==> src/hdl/fpcc_pkg.sv <==
// Shared types and constants for the frustum point and cube cull test.
// Used by the plane cells and the top level.
package fpcc_pkg;

    // Six planes: near, far, left, right, top, bottom.
    localparam int NUM_PLANES = 6;
    localparam int CFG_IDX_W  = $clog2(NUM_PLANES);
    localparam int PLANE_W    = 64;

    localparam int COORD_W = 16;
    localparam int HALF_W  = 15;
    localparam int COEF_W  = 16;
    localparam int ABS_W   = COEF_W + 1;
    localparam int PROD_W  = 32;
    // Width of the plane value in Q.22 with a cube term added; always large
    // enough for three coefficient products, d scaled by 2^14 and the cube term.
    localparam int SUM_W   = 35;
    localparam int D_SHIFT = 14;

    // One request as it travels down the row of plane cells.
    typedef struct packed {
        logic signed [COORD_W-1:0] x;
        logic signed [COORD_W-1:0] y;
        logic signed [COORD_W-1:0] z;
        logic        [HALF_W-1:0]  h;
        logic                      in_view;
    } item_t;

    // Magnitude of a signed coefficient, one bit wider so that the most
    // negative code keeps its value.
    function automatic logic [ABS_W-1:0] coef_abs(input logic signed [COEF_W-1:0] v);
        logic [ABS_W-1:0] ext;
        begin
            ext = ABS_W'(v);
            if (v[COEF_W-1])
            begin
                ext = ABS_W'(0) - ext;
            end
            coef_abs = ext;
        end
    endfunction

endpackage

==> src/hdl/fpcc_cell.sv <==
// One plane cell of the cull test row: holds one plane and tests each request
// against it over two pipeline stages. Depends on fpcc_pkg.
module fpcc_cell (
    input  logic                          clk,
    input  logic                          rst_n,
    input  logic                          en,
    input  logic                          ld,
    input  logic [fpcc_pkg::PLANE_W-1:0]  ld_data,
    input  logic                          vld_i,
    input  fpcc_pkg::item_t               item_i,
    output logic                          vld_o,
    output fpcc_pkg::item_t               item_o
);

    logic [fpcc_pkg::PLANE_W-1:0] plane_reg;
    logic [fpcc_pkg::ABS_W-1:0]   hsum_reg;
    logic [fpcc_pkg::ABS_W-1:0]   hsum_next;

    logic signed [fpcc_pkg::COEF_W-1:0] coef_a;
    logic signed [fpcc_pkg::COEF_W-1:0] coef_b;
    logic signed [fpcc_pkg::COEF_W-1:0] coef_c;
    logic signed [fpcc_pkg::COEF_W-1:0] coef_d;

    logic                               s1_vld_reg;
    fpcc_pkg::item_t                    s1_item_reg;
    logic signed [fpcc_pkg::PROD_W-1:0] pa_reg;
    logic signed [fpcc_pkg::PROD_W-1:0] pb_reg;
    logic signed [fpcc_pkg::PROD_W-1:0] pc_reg;
    logic        [fpcc_pkg::PROD_W-1:0] ph_reg;
    logic signed [fpcc_pkg::PROD_W-1:0] pa_next;
    logic signed [fpcc_pkg::PROD_W-1:0] pb_next;
    logic signed [fpcc_pkg::PROD_W-1:0] pc_next;
    logic        [fpcc_pkg::PROD_W-1:0] ph_next;

    logic signed [fpcc_pkg::SUM_W-1:0] value;
    logic                              s2_vld_reg;
    fpcc_pkg::item_t                   s2_item_reg;
    fpcc_pkg::item_t                   s2_item_next;

    assign coef_a = $signed(plane_reg[15:0]);
    assign coef_b = $signed(plane_reg[31:16]);
    assign coef_c = $signed(plane_reg[47:32]);
    assign coef_d = $signed(plane_reg[63:48]);

    // The sum of coefficient magnitudes is taken once, when the plane is written.
    always_comb
    begin
        hsum_next = fpcc_pkg::coef_abs($signed(ld_data[15:0]))
                  + fpcc_pkg::coef_abs($signed(ld_data[31:16]))
                  + fpcc_pkg::coef_abs($signed(ld_data[47:32]));
    end

    always_ff @(posedge clk or negedge rst_n)
    begin
        if (!rst_n)
        begin
            plane_reg <= '0;
            hsum_reg  <= '0;
        end
        else if (ld)
        begin
            plane_reg <= ld_data;
            hsum_reg  <= hsum_next;
        end
    end

    // Stage one: the three coordinate products and the cube term. The largest
    // corner value of a cube is its center value plus (|a|+|b|+|c|) * h.
    always_comb
    begin
        pa_next = coef_a * item_i.x;
        pb_next = coef_b * item_i.y;
        pc_next = coef_c * item_i.z;
        ph_next = fpcc_pkg::PROD_W'(hsum_reg) * fpcc_pkg::PROD_W'(item_i.h);
    end

    always_ff @(posedge clk or negedge rst_n)
    begin
        if (!rst_n)
        begin
            s1_vld_reg <= 1'b0;
            s2_vld_reg <= 1'b0;
        end
        else if (en)
        begin
            s1_vld_reg <= vld_i;
            s2_vld_reg <= s1_vld_reg;
        end
    end

    always_ff @(posedge clk)
    begin
        if (en)
        begin
            s1_item_reg <= item_i;
            pa_reg      <= pa_next;
            pb_reg      <= pb_next;
            pc_reg      <= pc_next;
            ph_reg      <= ph_next;
            s2_item_reg <= s2_item_next;
        end
    end

    // Stage two: add up and test the sign. Zero counts as not negative.
    always_comb
    begin
        value = fpcc_pkg::SUM_W'(pa_reg) + fpcc_pkg::SUM_W'(pb_reg)
              + fpcc_pkg::SUM_W'(pc_reg)
              + (fpcc_pkg::SUM_W'(coef_d) <<< fpcc_pkg::D_SHIFT)
              + $signed(fpcc_pkg::SUM_W'(ph_reg));
        s2_item_next         = s1_item_reg;
        s2_item_next.in_view = s1_item_reg.in_view & ~value[fpcc_pkg::SUM_W-1];
    end

    assign vld_o  = s2_vld_reg;
    assign item_o = s2_item_reg;

endmodule

==> config.mk <==
export PLATFORM = sky130hd
export DESIGN_NAME = fpcc_cell
export DESIGN_NICKNAME = d
export VERILOG_FILES = /design/src/hdl/fpcc_pkg.sv /design/src/hdl/fpcc_cell.sv
export SDC_FILE = /design/constraint.sdc
export NUM_CORES = 2
export LEC_CHECK = 0
export BUFFER_PORTS_ARGS = -buffer_cell sky130_fd_sc_hd__buf_2
export CAP_MARGIN = 20
export CORE_MARGIN = 4
export CORE_UTILIZATION = 40
export CTS_CLUSTER_DIAMETER = 40
export DETAILED_ROUTE_END_ITERATION = 10
export PLACE_DENSITY = 0.67
export SYNTH_ARGS = -nofsm -noshare
export SYNTH_HDL_FRONTEND = slang
export SYNTH_SLANG_ARGS = --single-unit
==> constraint.sdc <==
create_clock -name clk -period 8.96 [get_ports clk]
set_input_delay 0.448 -clock clk [delete_from_list [all_inputs] [get_ports clk]]
set_output_delay 0.448 -clock clk [all_outputs]
set_load 0.02 [all_outputs]
* Word-level counts from Yosys, hierarchy flattened *
Cells that the tools add are included.
Widths: inputs -> output; s select.

storage, ports and cells
  register bits = 339
  word-level logic and storage cells = 36
  input bits = 133
  output and inout bits = 65

operators by class
  multiply operators = 4
  multiplexer cells = 3
  add/subtract/negate cells = 9
  bitwise operators = 2

operators by type and width
  kind                   count
  $mul 16x16->32         3
  $mux 17                3
  $sub 1x16->17 const A  3
  $add 34x30->35         1
  $add 35x33->35         1
  $add 17x17->17         2
  $add 33x32->34         1
  $add 32x32->33         1
  $mul 17x15->32         1
  $and 1x1->1            1
  $not 1->1              1

* Logic depth before layout (Yosys ltp) *
  word-level depth = 6
  mapped depth = 24
  gate-level depth less buffers = 23

* Worst setup path after synthesis *
OpenSTA, ideal clock, no wires.

  kind = input-to-reg
  start = input item_i[17] (netlist bit)
  end = register pc_reg[31] (netlist bit) (data pin)
  arrival time = 5.985 ns
  path slack = 2.715 ns
  cell stages on the path = 20
  setup time = 0.260 ns
  path buffers = 2
  data required time = 8.700 ns
  path through = clkbuf_1 -> nand2_1 -> inv_1 -> fa_1 -> fa_1 -> fa_1 -> fa_1 -> fa_1 -> inv_1 -> fa_1 -> inv_1 -> ha_1 -> clkbuf_1 -> o21ai_0 -> o21a_1 -> o41ai_2 -> a2111oi_2 -> o21bai_1 -> a21oi_1 -> xnor2_1

between the ends
  cells in the longest elaborated chain, start to end = 1

RTL lines
  what                  line             text
  from (decl)           fpcc_cell.sv:10  input fpcc_pkg::item_t item_i,
  $mul 16x16->32        fpcc_cell.sv:73  pc_next = coef_c * item_i.z;
  net pc_next, one bit  fpcc_cell.sv:32  logic signed [fpcc_pkg::PROD_W-1:0] pc_next;
  to (signal assigned)  fpcc_cell.sv:98  pc_reg <= pc_next;
  to (decl)             fpcc_cell.sv:28  logic signed [fpcc_pkg::PROD_W-1:0] pc_reg;

The timed path passes the listed nets, and every way through them passes these cells.
A chain may end at the register's enable or synchronous reset.

* Final worst setup path *
  start = register plane_reg[31] (netlist bit)
  end = register pb_reg[30] (netlist bit) (data pin)

between the ends
  cells in the longest elaborated chain, start to end = 1

RTL lines
  what                    line             text
  from (decl)             fpcc_cell.sv:15  logic [fpcc_pkg::PLANE_W-1:0] plane_reg;
  from (signal assigned)  fpcc_cell.sv:62  plane_reg <= ld_data;
  $mul 16x16->32          fpcc_cell.sv:72  pb_next = coef_b * item_i.y;
  net pb_next, one bit    fpcc_cell.sv:31  logic signed [fpcc_pkg::PROD_W-1:0] pb_next;
  to (signal assigned)    fpcc_cell.sv:97  pb_reg <= pb_next;
  to (decl)               fpcc_cell.sv:27  logic signed [fpcc_pkg::PROD_W-1:0] pb_reg;

The timed path passes the listed nets, and every way through them passes these cells.

==> metrics <==
outcome finished, final reports clean; count leader, synth inv_1; register area share after synthesis 18.3%; # clock sinks 339; vias in the first global route 39.5k; critical path peak fanout 17; worst min path class input pin to flip-flop; Peak Freq 144 MHz; Synth Register Bits 339; Post-DRT Antenna Nets 0; R2R cell count 18; Placed Cells 6933; worst endpoint data arrival time 7.30 ns; final worst path period need 6.94 ns; I/O Pins 198; total grt overflow 0; area growth from synthesis to layout 10.2%; Worst R2R Start plane_reg[31]; root buf cell clkbuf_16; largest cells by area after synthesis fa_1, edfxtp_1, ha_1; EDFF count, synth 256; Crit. End Element flip-flop; Synthesized Nets 6745; Yosys cell types 85; final hold vios 0; gr usage total 20.1%; GPL Wtd Cong 0.900; slowest CP cell fa_1; Warnings, synthesis 0; Clk Latency, worst-skew pair 0.69 ns; syn_area_per_cell 10.4 µm²; R2R Setup Slk 2.02 ns; Synth Instances 5129; die height 373 µm; setup ws final 2.02 ns; # rows 133; TritonCTS clock tree built; max-slew violations 0; Startpoint Class flip-flop; Seq. cell area 0.00976 mm²; RSZ-0062 raised after global routing false; max-cap viol count 0; detailed-route via count 36.3k; WHS 0.0837 ns; ordered list of cells on the worst path nand2_1 > inv_1 > fa_1 > fa_1 > fa_1 > fa_1 > fa_1 > inv_1 > fa_1 > inv_1 > ha_1 > and2_1 > nand3_1 > nor2_1 > nand2_1 > o32ai_1 > o21a_1 > o311ai_1; DR iter-0 viols 2349; DP HPWL 109 mm; share of post-route cells with drive strength above 1 8.20%; Hold Path End plane_reg[33]; share of flip-flops with an asynchronous set or reset 24.5%; WP data required 9.32 ns; final setup TNS 0 ns; Die W 373 µm; layout net count 6873; worst hold stages 2; period utilization 77.5%; Initial Util 40.4%; Via density 5.12; met2 WL 64.7 mm; First-pass DRT Iterations 6; worst path bufs/invs 3; # port buffers 197; H-tree lvl count 3; Yosys top cell by area fa_1; Routed wire per std cell 19.2 µm; Core Region 0.132 mm²; Worst slew margin 33.9%; pre-CTS worst setup slack 2.09 ns; synthesized area 0.0532 mm²; Synth top cells by count inv_1, fa_1, nand2_1, and2_1, ha_1; CP max stage delay 0.91 ns; crit-path most repeated cell fa_1; top routing layer in use met5; DRC Markers 0; Worst Max-Slew Pin Slew 0.992 ns; r2r endpoint pb_reg[30]; antenna violations before repair 27; Clock Path Buffers 3; WL met3 10.8 mm; share of the synthesized area in the top cell type 40.5%; Top FF cell, synth edfxtp_1; first-pass GRT wire length 220 mm; setup violators final 0; CTS Buf Count 74; CP delay by family, top adder cells; largest net degree at the start of global routing 144; area of the multi-input gates 0.0386 mm²; skew final 0.0661 ns; DRT met1 WL 55.4 mm; Layout fillers 12.4k; die area 0.139 mm²; crit path kind flip-flop to flip-flop; HP Start ld_data[33]; final std cells w/o fill 7082; final wirelength 136 mm; Worst-path clk slew 0.05 ns
## through the flow
step	utilization [%]	cell area, µm²
2_1_floorplan	-	53200
3_3_place_gp	42.4	55900
3_5_place_dp	42.4	55900
4_1_cts	44.5	58600
5_1_grt	44.5	58600
6_report	44.5	58700
## logic make-up after synthesis
logic type | count (synthesis) | synth area share (%)
adders and majority gates | 1483 | 50.1
and+or+nand+nor | 1369 | 12.9
buffers and inverters | 1295 | 9.15
AOI/OAI and AO/OA | 395 | 5.10
DFF | 339 | 18.3
xor gates and xnor gates | 170 | 2.80
muxes | 78 | 1.64
## per-layer routing
metal,track usage (%),vias to the layer above
met3,4.41,254
met5,0,-
met2,33.0,1204
met4,6.56,14
li1,-,16025
met1,26.7,18761
## what timing repair did
action,CTS,global route
hold buffers,3,0
endpoints found under the hold margin,37,0
resized for setup,0,0
setup buffers,0,0
## worst max-delay path by stage
stage	start	endpoint	slack, ns	cells after the start
floorplan	item_i[17]	pc_reg[31]	2.72	20
global placement	plane_reg[7]	pa_reg[29]	2.24	21
detailed placement	item_i[33]	pb_reg[30]	2.09	19
CTS	plane_reg[31]	pb_reg[30]	2.06	18
global route	plane_reg[31]	pb_reg[30]	1.62	18
finish	plane_reg[31]	pb_reg[30]	2.02	18
## area by class of cell
cell class              count  area share, %
clock buffers              81           3.25
multi-input cells        3495           65.8
inverters                1139           7.29
clock inverters            55           1.37
flip-flops and latches    339           16.6
well taps                1755           3.74
repair buffers            208           1.88
diodes                     10         0.0427
## placed cells by master (no fill, tap or decap), types with 12 or more instances in the layout
cell type     n
ha_1        405
nand3_1      30
o21bai_1     22
xor2_1       62
inv_1      1138
xnor2_1     108
a21oi_1      99
mux2_2       73
o21ai_0      63
a21o_1       44
o31ai_1      20
nor2_1      115
a31oi_1      12
or3_1        18
fa_1       1078
a211oi_1     21
dfrtp_1      83
buf_2       194
nor2b_1      14
and2_1      511
o21a_1       14
nand2b_1     29
clkbuf_16    74
nor3_1       39
nand2_1     550
o211ai_1     13
and3_1       17
edfxtp_1    256
Power is left out: the tool's default activity adds up to more than one toggle a clock period on the data nets, which glitch-free logic cannot reach.
